## src/rtl/core/pidc_pkg.sv

```systemverilog
// ----------------------------------------------------------------------------
// pidc_pkg
// Shared widths, register indices and limits for the clamped PID controller.
// ----------------------------------------------------------------------------
package pidc_pkg;

	// Field widths
	localparam int DATA_W = 32;
	localparam int PER_W  = 16;
	localparam int IDX_W  = 3;

	// Configuration register indices
	typedef enum logic [IDX_W-1:0] {
		REG_KP      = 3'd0,
		REG_KI      = 3'd1,
		REG_KD      = 3'd2,
		REG_TARGET  = 3'd3,
		REG_PERIOD  = 3'd4,
		REG_OUT_MIN = 3'd5,
		REG_OUT_MAX = 3'd6
	} cfg_reg_t;

	// Saturation limits of a 32-bit signed value
	localparam logic [DATA_W-1:0] SAT_MAX = 32'h7FFF_FFFF;
	localparam logic [DATA_W-1:0] SAT_MIN = 32'h8000_0000;

	// Reset value of the period register
	localparam logic [PER_W-1:0] PERIOD_RST = 16'd1;

endpackage

```

## src/rtl/core/pidc_if.sv

```systemverilog
// ----------------------------------------------------------------------------
// pidc_if
// Valid/ready channels of the PID controller: samples, actions, config writes.
// ----------------------------------------------------------------------------

// Measured sample channel
interface pidc_in_if;
	import pidc_pkg::*;
	logic                     valid;
	logic                     ready;
	logic signed [DATA_W-1:0] measured;
	modport source (output valid, output measured, input ready);
	modport sink   (input valid, input measured, output ready);
endinterface

// Control action channel
interface pidc_out_if;
	import pidc_pkg::*;
	logic                     valid;
	logic                     ready;
	logic signed [DATA_W-1:0] drive;
	modport source (output valid, output drive, input ready);
	modport sink   (input valid, input drive, output ready);
endinterface

// Configuration write channel
interface pidc_cfg_if;
	import pidc_pkg::*;
	logic              valid;
	logic              ready;
	logic [IDX_W-1:0]  index;
	logic [DATA_W-1:0] data;
	modport source (output valid, output index, output data, input ready);
	modport sink   (input valid, input index, input data, output ready);
endinterface

```

## src/rtl/core/pid_controller_with_clamp_core.sv

```systemverilog
// ----------------------------------------------------------------------------
// pid_controller_with_clamp_core
// Fixed-point PID controller with output saturation and integral anti-windup.
// ----------------------------------------------------------------------------
// One measured sample in, one saturated control action out. An accepted
// sample passes through S_ERR, S_PREP, S_MUL1, S_MID, S_MUL2 and S_ACC to
// S_SUM, where its action is written to the output register once it is free.
// Two passes of 32 bit-serial steps do the work: the first runs the proportional
// and integral products together with the 32-step restoring divider for the
// derivative, the second runs the derivative product and the 16-step scaling
// of the integral increment by the period. One sample is in work at a time;
// a finished action may wait in the output register while the next sample is
// accepted. Configuration writes are taken in every cycle and should only be
// made while the block is idle. Indices beyond the last register are ignored.
// ----------------------------------------------------------------------------
module pid_controller_with_clamp_core #(
	parameter int FRAC_BITS = 16
) (
	input  logic          clk,
	input  logic          arst_n,
	pidc_cfg_if.sink      cfg,
	pidc_in_if.sink       sample,
	pidc_out_if.source    action
);
	import pidc_pkg::*;

	// Gain product after the fractional shift, period product, final sum
	localparam int GW = 2 * DATA_W - FRAC_BITS;
	localparam int XW = GW + PER_W;
	localparam int SW = GW + 2;

	typedef enum logic [2:0] {
		S_IDLE, S_ERR, S_PREP, S_MUL1, S_MID, S_MUL2, S_ACC, S_SUM
	} state_t;

	state_t state_q;

	// Configuration registers
	logic signed [DATA_W-1:0] kp_q, ki_q, kd_q, target_q, out_min_q, out_max_q;
	logic [PER_W-1:0]         period_q;

	// Controller state
	logic signed [DATA_W-1:0] integral_q;
	logic signed [DATA_W-1:0] prev_err_q;

	// Sequencing and output
	logic [4:0]               cnt_q;
	logic                     out_valid_q;
	logic signed [DATA_W-1:0] drive_q;

	// Datapath registers
	logic signed [DATA_W-1:0] meas_q;
	logic signed [DATA_W-1:0] err_q;
	logic [PER_W-1:0]         per_q;
	logic [2*DATA_W-1:0]      prod_p_q, prod_i_q, prod_d_q;
	logic [XW-1:0]            prod_x_q;
	logic [DATA_W-1:0]        dq_q;
	logic [PER_W-1:0]         rem_q;
	logic                     neg_q;

	// One step of the signed shift-add multiplier, multiplier bits LSB first
	function automatic logic [2*DATA_W-1:0] mul_step(
		input logic [2*DATA_W-1:0]     acc,
		input logic signed [DATA_W-1:0] mcand,
		input logic                     last
	);
		logic signed [DATA_W:0] hi;
		logic signed [DATA_W:0] ad;
		hi = $signed({acc[2*DATA_W-1], acc[2*DATA_W-1:DATA_W]});
		ad = $signed({mcand[DATA_W-1], mcand});
		if (acc[0]) begin
			if (last) hi = hi - ad;
			else hi = hi + ad;
		end
		return {hi, acc[DATA_W-1:1]};
	endfunction

	// Error against setpoint, saturated
	logic signed [DATA_W:0]   err_wide;
	logic signed [DATA_W-1:0] err_sat;
	always_comb begin
		err_wide = $signed({target_q[DATA_W-1], target_q}) - $signed({meas_q[DATA_W-1], meas_q});
		if (err_wide[DATA_W] != err_wide[DATA_W-1])
			err_sat = err_wide[DATA_W] ? SAT_MIN : SAT_MAX;
		else
			err_sat = err_wide[DATA_W-1:0];
	end

	// Error difference for the derivative, as sign and magnitude
	logic signed [DATA_W:0] diff;
	logic [DATA_W:0]        diff_mag;
	always_comb begin
		diff     = $signed({err_q[DATA_W-1], err_q}) - $signed({prev_err_q[DATA_W-1], prev_err_q});
		diff_mag = diff[DATA_W] ? (~diff + 1'b1) : diff;
	end

	// Restoring divider step
	logic [PER_W:0]   div_r2;
	logic             div_ge;
	logic [PER_W:0]   div_sub;
	logic [PER_W-1:0] rem_nxt;
	always_comb begin
		div_r2  = {rem_q, dq_q[DATA_W-1]};
		div_ge  = div_r2 >= {1'b0, per_q};
		div_sub = div_r2 - {1'b0, per_q};
		rem_nxt = div_ge ? div_sub[PER_W-1:0] : div_r2[PER_W-1:0];
	end

	// Signed, saturated quotient
	logic [DATA_W:0]          quo_s;
	logic signed [DATA_W-1:0] deriv;
	always_comb begin
		quo_s = neg_q ? (~{1'b0, dq_q} + 1'b1) : {1'b0, dq_q};
		if (quo_s[DATA_W] != quo_s[DATA_W-1])
			deriv = quo_s[DATA_W] ? SAT_MIN : SAT_MAX;
		else
			deriv = quo_s[DATA_W-1:0];
	end

	// Integral product times period, one period bit per step
	logic [GW-1:0] t1;
	logic [GW:0]   x_hi;
	always_comb begin
		t1   = prod_i_q[2*DATA_W-1:FRAC_BITS];
		x_hi = {prod_x_q[XW-1], prod_x_q[XW-1:PER_W]};
		if (prod_x_q[0]) x_hi = x_hi + {t1[GW-1], t1};
	end

	// Halved increment and new integral term, both saturated
	logic [XW-2:0]            inc_wide;
	logic signed [DATA_W-1:0] inc;
	logic signed [DATA_W:0]   int_wide;
	logic signed [DATA_W-1:0] int_new;
	always_comb begin
		inc_wide = prod_x_q[XW-1:1];
		if ((&inc_wide[XW-2:DATA_W-1]) || !(|inc_wide[XW-2:DATA_W-1]))
			inc = inc_wide[DATA_W-1:0];
		else
			inc = inc_wide[XW-2] ? SAT_MIN : SAT_MAX;
		int_wide = $signed({integral_q[DATA_W-1], integral_q}) + $signed({inc[DATA_W-1], inc});
		if (int_wide[DATA_W] != int_wide[DATA_W-1])
			int_new = int_wide[DATA_W] ? SAT_MIN : SAT_MAX;
		else
			int_new = int_wide[DATA_W-1:0];
	end

	// P + I + D, output limits and integral clamp
	logic [GW-1:0]            p_term, d_term;
	logic signed [SW-1:0]     sum, max_ext, min_ext;
	logic signed [DATA_W-1:0] drive_nxt, int_clamp;
	always_comb begin
		p_term  = prod_p_q[2*DATA_W-1:FRAC_BITS];
		d_term  = prod_d_q[2*DATA_W-1:FRAC_BITS];
		max_ext = $signed({{(SW-DATA_W){out_max_q[DATA_W-1]}}, out_max_q});
		min_ext = $signed({{(SW-DATA_W){out_min_q[DATA_W-1]}}, out_min_q});
		sum     = $signed({{2{p_term[GW-1]}}, p_term})
		        + $signed({{2{d_term[GW-1]}}, d_term})
		        + $signed({{(SW-DATA_W){integral_q[DATA_W-1]}}, integral_q});
		if (sum > max_ext)      drive_nxt = out_max_q;
		else if (sum < min_ext) drive_nxt = out_min_q;
		else                    drive_nxt = sum[DATA_W-1:0];
		int_clamp = integral_q;
		if (int_clamp > out_max_q) int_clamp = out_max_q;
		if (int_clamp < out_min_q) int_clamp = out_min_q;
	end

	// Handshakes
	assign sample.ready = (state_q == S_IDLE);
	assign cfg.ready    = 1'b1;
	assign action.valid = out_valid_q;
	assign action.drive = drive_q;

	logic out_free;
	assign out_free = !out_valid_q || action.ready;

	// Configuration registers
	always_ff @(posedge clk or negedge arst_n) begin
		if (!arst_n) begin
			kp_q      <= '0;
			ki_q      <= '0;
			kd_q      <= '0;
			target_q  <= '0;
			period_q  <= PERIOD_RST;
			out_min_q <= SAT_MIN;
			out_max_q <= SAT_MAX;
		end else if (cfg.valid) begin
			unique case (cfg_reg_t'(cfg.index))
				REG_KP:      kp_q      <= cfg.data;
				REG_KI:      ki_q      <= cfg.data;
				REG_KD:      kd_q      <= cfg.data;
				REG_TARGET:  target_q  <= cfg.data;
				REG_PERIOD:  period_q  <= cfg.data[PER_W-1:0];
				REG_OUT_MIN: out_min_q <= cfg.data;
				REG_OUT_MAX: out_max_q <= cfg.data;
				default: ;
			endcase
		end
	end

	// Sequencer, controller state and output register
	always_ff @(posedge clk or negedge arst_n) begin
		if (!arst_n) begin
			state_q     <= S_IDLE;
			cnt_q       <= '0;
			out_valid_q <= 1'b0;
			drive_q     <= '0;
			integral_q  <= '0;
			prev_err_q  <= '0;
		end else begin
			// a new action replaces the one leaving in the same cycle
			if (state_q == S_SUM && out_free) out_valid_q <= 1'b1;
			else if (action.ready)            out_valid_q <= 1'b0;
			unique case (state_q)
				S_IDLE: begin
					if (sample.valid) state_q <= S_ERR;
				end
				S_ERR: state_q <= S_PREP;
				S_PREP: begin
					prev_err_q <= err_q;
					cnt_q      <= '0;
					state_q    <= S_MUL1;
				end
				S_MUL1: begin
					cnt_q <= cnt_q + 5'd1;
					if (&cnt_q) state_q <= S_MID;
				end
				S_MID: begin
					cnt_q   <= '0;
					state_q <= S_MUL2;
				end
				S_MUL2: begin
					cnt_q <= cnt_q + 5'd1;
					if (&cnt_q) state_q <= S_ACC;
				end
				S_ACC: begin
					integral_q <= int_new;
					state_q    <= S_SUM;
				end
				S_SUM: begin
					if (out_free) begin
						drive_q     <= drive_nxt;
						integral_q  <= int_clamp;
						state_q     <= S_IDLE;
					end
				end
				default: state_q <= S_IDLE;
			endcase
		end
	end

	// Serial datapath
	always_ff @(posedge clk) begin
		case (state_q)
			S_IDLE: begin
				if (sample.valid) meas_q <= sample.measured;
			end
			S_ERR: err_q <= err_sat;
			S_PREP: begin
				neg_q    <= diff[DATA_W];
				dq_q     <= diff_mag[DATA_W-1:0];
				rem_q    <= '0;
				per_q    <= (period_q == '0) ? PERIOD_RST : period_q;
				prod_p_q <= {{DATA_W{1'b0}}, err_q};
				prod_i_q <= {{DATA_W{1'b0}}, err_q};
			end
			S_MUL1: begin
				prod_p_q <= mul_step(prod_p_q, kp_q, &cnt_q);
				prod_i_q <= mul_step(prod_i_q, ki_q, &cnt_q);
				rem_q    <= rem_nxt;
				dq_q     <= {dq_q[DATA_W-2:0], div_ge};
			end
			S_MID: begin
				prod_d_q <= {{DATA_W{1'b0}}, deriv};
				prod_x_q <= {{GW{1'b0}}, per_q};
			end
			S_MUL2: begin
				prod_d_q <= mul_step(prod_d_q, kd_q, &cnt_q);
				if (!cnt_q[4]) prod_x_q <= {x_hi, prod_x_q[PER_W-1:1]};
			end
			default: ;
		endcase
	end

endmodule

```

## src/flat_wrapper.sv

```systemverilog
// flat-port wrapper written by rule: the top's interface ports become plain ports
module pid_controller_with_clamp_core_flat import pidc_pkg::*;
#(
	parameter int FRAC_BITS = 16
)
  (clk, arst_n, cfg_valid, cfg_index, cfg_data, cfg_ready, sample_valid, sample_measured, sample_ready, action_valid, action_drive, action_ready);
  pidc_cfg_if cfg_i ();
  pidc_in_if sample_i ();
  pidc_out_if action_i ();
  input  logic clk;
  input  logic arst_n;
  input wire logic [$bits(cfg_i.valid)-1:0] cfg_valid;
  input wire logic [$bits(cfg_i.index)-1:0] cfg_index;
  input wire logic [$bits(cfg_i.data)-1:0] cfg_data;
  output wire logic [$bits(cfg_i.ready)-1:0] cfg_ready;
  input wire logic [$bits(sample_i.valid)-1:0] sample_valid;
  input wire logic [$bits(sample_i.measured)-1:0] sample_measured;
  output wire logic [$bits(sample_i.ready)-1:0] sample_ready;
  output wire logic [$bits(action_i.valid)-1:0] action_valid;
  output wire logic [$bits(action_i.drive)-1:0] action_drive;
  input wire logic [$bits(action_i.ready)-1:0] action_ready;
  assign cfg_i.valid = cfg_valid;
  assign cfg_i.index = cfg_index;
  assign cfg_i.data = cfg_data;
  assign cfg_ready = cfg_i.ready;
  assign sample_i.valid = sample_valid;
  assign sample_i.measured = sample_measured;
  assign sample_ready = sample_i.ready;
  assign action_valid = action_i.valid;
  assign action_drive = action_i.drive;
  assign action_i.ready = action_ready;
  pid_controller_with_clamp_core #(.FRAC_BITS(FRAC_BITS)) u_core (.clk(clk), .arst_n(arst_n), .cfg(cfg_i), .sample(sample_i), .action(action_i));
endmodule
```

## config.mk

```make
export PLATFORM = sky130hd
export DESIGN_NAME = pid_controller_with_clamp_core_flat
export DESIGN_NICKNAME = d
export VERILOG_FILES = /design/src/rtl/core/pidc_pkg.sv /design/src/rtl/core/pidc_if.sv /design/src/rtl/core/pid_controller_with_clamp_core.sv /design/src/flat_wrapper.sv
export SDC_FILE = /design/constraint.sdc
export NUM_CORES = 2
export LEC_CHECK = 0
export BUFFER_PORTS_ARGS = -buffer_cell sky130_fd_sc_hd__buf_2
export CAP_MARGIN = 30
export CORE_ASPECT_RATIO = 1.1
export CORE_UTILIZATION = 51
export CTS_CLUSTER_DIAMETER = 150
export DETAILED_ROUTE_END_ITERATION = 8
export HOLD_SLACK_MARGIN = 0.02
export PLACE_DENSITY = 0.7
export RECOVER_POWER = 100
export SYNTH_ARGS = -nofsm -noshare
export SYNTH_HDL_FRONTEND = slang
export SYNTH_SLANG_ARGS = --single-unit
```

## constraint.sdc

```tcl
create_clock -name clk -period 6.09 [get_ports clk]
set_input_delay 0.609 -clock clk [delete_from_list [all_inputs] [get_ports clk]]
set_output_delay 0.609 -clock clk [all_outputs]
set_load 0.01 [all_outputs]
```

== Word level (Yosys, flattened, before mapping) ==
Cells that the tools add are included.

* Flip-flop bits (word level): 698
* Output and inout bits: 35

* $add $sub $neg: 16
* Magnitude comparators: 5
* Equal/unequal tests: 25
* Muxes and demuxes: 39
* Bitwise logic cells: 2
* Reductions and logical operators: 34

{| class="wikitable"
|+ Operators by type and width
! cell !! number
|-
| case mux 64 bit (2 select lines) || 4
|-
| two-way mux 32 bit || 14
|-
| two-way mux 33 bit || 7
|-
| subtractor 32 x 32 -> 33 bit || 5
|-
| adder 32 x 32 -> 33 bit || 4
|-
| case mux 32 bit (2 select lines) || 2
|-
| adder 48 x 48 -> 49 bit || 2
|-
| two-way mux 64 bit || 1
|-
| adder 49 x 32 -> 50 bit || 1
|-
| greater-than comparator 50 x 32 -> 1 bit || 1
|-
| < comparator 50 x 32 -> 1 bit || 1
|-
| two-way mux 49 bit || 1
|-
| adder 33 x 1 -> 33 bit, second input constant || 1
|-
| NOT 32 -> 33 bit || 1
|-
| adder 32 x 1 -> 32 bit, second input constant || 1
|-
| greater-than comparator 32 bit || 1
|-
| < comparator 32 bit || 1
|-
| NOT 32 bit || 1
|-
| case mux 16 bit (2 select lines) || 1
|-
| AND reduction 32 bit || 1
|-
| OR reduction 32 bit || 1
|-
| AND reduction 2 bit || 14
|-
| case mux 3 bit (8 select lines) || 1
|-
| equality test 3 bit, second input constant || 7
|-
| 22 further kinds || 47
|}

== Longest topological paths before layout ==
* Depth after elaboration: 8
* Gate-level depth with buffers: 30
* Gate-level depth less buffers: 29

== Worst setup path after synthesis ==
OpenSTA, ideal clock, no wires.

* Path kind: flip-flop to flip-flop
* From: register u_core.prod_d_q[17]
* To: register u_core.drive_q[3], in the netlist u_core.action.drive[3]
* Arrival: 6181 ps
* Data required time: 5952 ps
* Slack: -229 ps
* Stages on the path, launching flop included: 30
* Path buffers: 2
* Clock period less this slack: 6319 ps
* Cell sequence: edfxtp_1 > fa_1 > ha_1 > inv_1 > fa_1 > nor2b_1 > o21ai_0 > a21boi_0 > o2111ai_1 > a21oi_1 > nor4_1 > o41ai_1 > a21o_1 > a311o_1 > a21oi_1 > o21ai_0 > xnor2_1 > ha_1 > a21o_1 > a21o_1 > a21oi_1 > nor2b_1 > o21ai_0 > nand2b_1 > a211oi_1 > a31o_2 > clkbuf_1 > buf_1 > mux2i_1 > o211ai_1

* Word-level cells in the longest chain between the ends: 5
* Elaborated cells between the ends (all ways): 6
* Those cells by class: 2 x add/sub; 2 x order compare; 2 x mux

{| class="wikitable"
|+ RTL lines
! item !! line !! source
|-
| start: declaration || pid_controller_with_clamp_core.sv:55 || <nowiki>logic [2*DATA_W-1:0] prod_p_q, prod_i_q, prod_d_q;</nowiki>
|-
| start signal: assignment || pid_controller_with_clamp_core.sv:273 || <nowiki>prod_d_q <= {{DATA_W{1'b0}}, deriv};</nowiki>
|-
| start signal: assignment || pid_controller_with_clamp_core.sv:277 || <nowiki>prod_d_q <= mul_step(prod_d_q, kd_q, &cnt_q);</nowiki>
|-
| adder 48 x 48 -> 49 bit (*) || pid_controller_with_clamp_core.sv:157 || <nowiki>+ $signed({{2{d_term[GW-1]}}, d_term})</nowiki>
|-
| adder 49 x 32 -> 50 bit (*) || pid_controller_with_clamp_core.sv:158 || <nowiki>+ $signed({{(SW-DATA_W){integral_q[DATA_W-1]}}, integral_q});</nowiki>
|-
| < comparator 50 x 32 -> 1 bit || pid_controller_with_clamp_core.sv:160 || <nowiki>else if (sum < min_ext) drive_nxt = out_min_q;</nowiki>
|-
| two-way mux 32 bit || pid_controller_with_clamp_core.sv:160 ||
|-
| two-way mux 32 bit (*) || pid_controller_with_clamp_core.sv:159 || <nowiki>if (sum > max_ext) drive_nxt = out_max_q;</nowiki>
|-
| end signal: assignment || pid_controller_with_clamp_core.sv:241 || <nowiki>drive_q <= drive_nxt;</nowiki>
|-
| end: declaration || pid_controller_with_clamp_core.sv:49 || <nowiki>logic signed [DATA_W-1:0] drive_q;</nowiki>
|}

Mark *: on every way between the ends. The rest lies on a longest branch, timed or not.
A chain may end at the register's enable or synchronous reset.

== Worst setup path after layout ==
* From: register u_core.integral_q[1]
* To: register u_core.drive_q[15], in the netlist u_core.action.drive[15]

* Word-level cells in the longest chain between the ends: 4
* Elaborated cells between the ends (all ways): 5
* Those cells by class: 1 x add/sub; 2 x order compare; 2 x mux

{| class="wikitable"
|+ RTL lines
! item !! line !! source
|-
| start: declaration || pid_controller_with_clamp_core.sv:43 || <nowiki>logic signed [DATA_W-1:0] integral_q;</nowiki>
|-
| start signal: assignment || pid_controller_with_clamp_core.sv:236 || <nowiki>integral_q <= int_new;</nowiki>
|-
| start signal: assignment || pid_controller_with_clamp_core.sv:242 || <nowiki>integral_q <= int_clamp;</nowiki>
|-
| adder 49 x 32 -> 50 bit (*) || pid_controller_with_clamp_core.sv:158 ||
|-
| < comparator 50 x 32 -> 1 bit || pid_controller_with_clamp_core.sv:160 ||
|-
| two-way mux 32 bit || pid_controller_with_clamp_core.sv:160 ||
|-
| two-way mux 32 bit (*) || pid_controller_with_clamp_core.sv:159 ||
|}

Marks and branches as above.

==> impl_metrics.ini <==
[status]
status = complete, but fails checks
violations = design-rule violations, max-capacitance violations, max-slew violations, negative setup slack

[detailed_routing]
drt_first_iter_violations = 3648
vias = 42900
drt_first_pass_iters = 8
routedWlPerCell_um = 21.1
viasPerCell = 5.95
wl_um = 152000
drc_errors = 4
postRouteAntennaNets = 0

[timing]
tightestPinTransition_ns = 3.67
setup_slack_ns = -0.268
setup-violations-final = 32
tns_ns = -6.28
fin_skew_ns = 0.0330
fmax_mhz = 157
period_minus_slack_ns = 6.36
relSlewSlack_pct = -145
rsz0062_at_grt = yes
fin_crit_sh_pct = 104
hold_viol_final = 0
drv_slew = 919

[die]
ios = 107
die_w_um = 308
rows = 123
die_h_um = 339
core-area_sq_um = 102000
die_area_sq_um = 104000
start_util_pct = 51.4

[layout]
final_cell_mix = nand2_1 (480), ha_1 (474), nor2_1 (413)
drive_above_1_share_pct = 13.6
synthToLayoutAreaGrowth_pct = 12.6
stdcell_area_sq_um = 59100
fin_nets = 6366
stdcell_count = 7208
final_common_cell = nand2_1

[synthesis]
synth.distinct_cells = 92
synth_edf_count = 385
yosysWarnings = 0
avgSynthCellArea_sq_um = 9.50
synth_flop_cell = edfxtp_1
postSynthCellCount = 5526
ys_seq_area_share_pct = 37.0
syn_area_sq_um = 52500
ys_ff_latch = 698
synth_fp_nets = 6130
synthArstFlopShare_pct = 44.8

[global_route]
grt_max_degree = 160
grt_antenna_before_repair = 22
grt_pass1_vias = 41400
grt_use_total_pct = 28.7
grt-ovfl-total = 0
grt_pass1_wl_um = 233000

[placed_design]
post_dp_cell_area_sq_um = 56000
place_congestion = 0.978
place_ws_ns = -0.813
dpl.hpwl_um = 114000
dp.cells = 7035
io_buffers = 105

[job]
drv_cap = 19

[worst_setup_path]
worstPathRequired_ns = 6.62
critPathBufInv = 6
worstPathMaxFanout = 6
crit_type = reg -> reg
crit_arrival_ns = 6.89
cp_top_family = compound AO/OA/AOI/OAI gates
worstSetupEndpointType = register
start_kind = register
max_stage_delay_ns = 0.55
slowest_stage = fa_1

[min_path]
hold_path_class = in -> reg

[clocking]
cts_sinks = 698
insertion_delay_ns = 0.67
cts_tree = yes
clk_pin_slew_ns = 0.07
root_buffer = clkbuf_16
clockBufferDepth = 3
numCtsBuffers = 80
cts_max_level = 3
-- what timing repair did --
action / in CTS / in global routing
hold endpoints to repair: 4 / 0
hold buffers: 1 / 0
cloned: 4 / 1
gates resized for setup: 49 / 11
setup endpoints to repair: 32 / 32
pin swaps: 63 / 41
setup buffers: 9 / 5
-- cells in the mapped netlist, types with 97 or more instances --
cell type | instances | area (sq um)
edfxtp_1 | 385 | 11600
nor2_1 | 414 | 1550
mux2i_1 | 161 | 1610
o21ai_0 | 370 | 1850
nand2_1 | 480 | 1800
dfrtp_1 | 280 | 7010
a21oi_1 | 402 | 2010
xnor2_1 | 288 | 2520
ha_1 | 475 | 5940
xor2_1 | 97 | 850
a21o_1 | 176 | 1320
nand3_1 | 121 | 606
mux2_2 | 226 | 2540
inv_1 | 308 | 1160
clkbuf_1 | 183 | 687
-- layer usage --
| metal | up-vias | global-route usage [%] | share of wire, % |
|---|---|---|---|
| met5 | - | 0 | 0.016 |
| met4 | 4 | 12.2 | 4.5 |
| met1 | 20700 | 39.0 | 43 |
| met2 | 1303 | 45.9 | 45 |
| met3 | 273 | 3.83 | 7.3 |
| li1 | 20600 | - | - |
-- registers in the layout (all words and copies together), names as in the netlist, 64 cells and up --
name,flops
u_core.prod_i_q,64
u_core.prod_p_q,64
u_core.prod_x_q,64
u_core.prod_d_q,64
-- stage by stage --
step,utilization (%),hold WS (ns)
2_1_floorplan,-,0.313
3_3_place_gp,54.8,0.459
3_5_place_dp,54.8,0.459
4_1_cts,58.0,0.0757
5_1_grt,57.9,0.0964
6_report,57.9,0.122
-- cell families after synthesis --
| kind of cell | share of synthesized area, % |
|---|---|
| AOI/OAI and AO/OA | 17.5 |
| xor gates and xnor gates | 6.42 |
| adders and majority gates | 13.6 |
| buffers and inverters | 3.75 |
| DFF | 37.0 |
| muxes | 7.92 |
| other | 0.00714 |
| and+or+nand+nor | 13.8 |
-- final timing paths --
check	startpoint	end	slack, ns	cells past startpoint
setup / recovery	u_core.integral_q[1]	u_core.action.drive[15]	-0.27	34
max in group asynchronous	arst_n	u_core.kp_q[28]	0.99	3
setup reg to reg	u_core.integral_q[1]	u_core.action.drive[15]	-0.27	34
min in group asynchronous	arst_n	u_core.out_min_q[3]	1.38	2
hold reg to reg	u_core.period_q[3]	u_core.per_q[3]	0.47	0
hold / removal	sample_measured[7]	u_core.meas_q[7]	0.12	1
-- layout make-up --
type	instances	area (sq um)
fillers	8821	43100
multi-input cells	4309	31400
flip-flops and latches	698	19400
repair buffers	364	2550
clock buffers	116	2440
well taps	1375	1720
inverters	309	1160
clock inverters	33	414
diodes	4	10.0
Power is not shown: default switching activity piles up to over one toggle a cycle in this logic, so the estimate is an artifact.
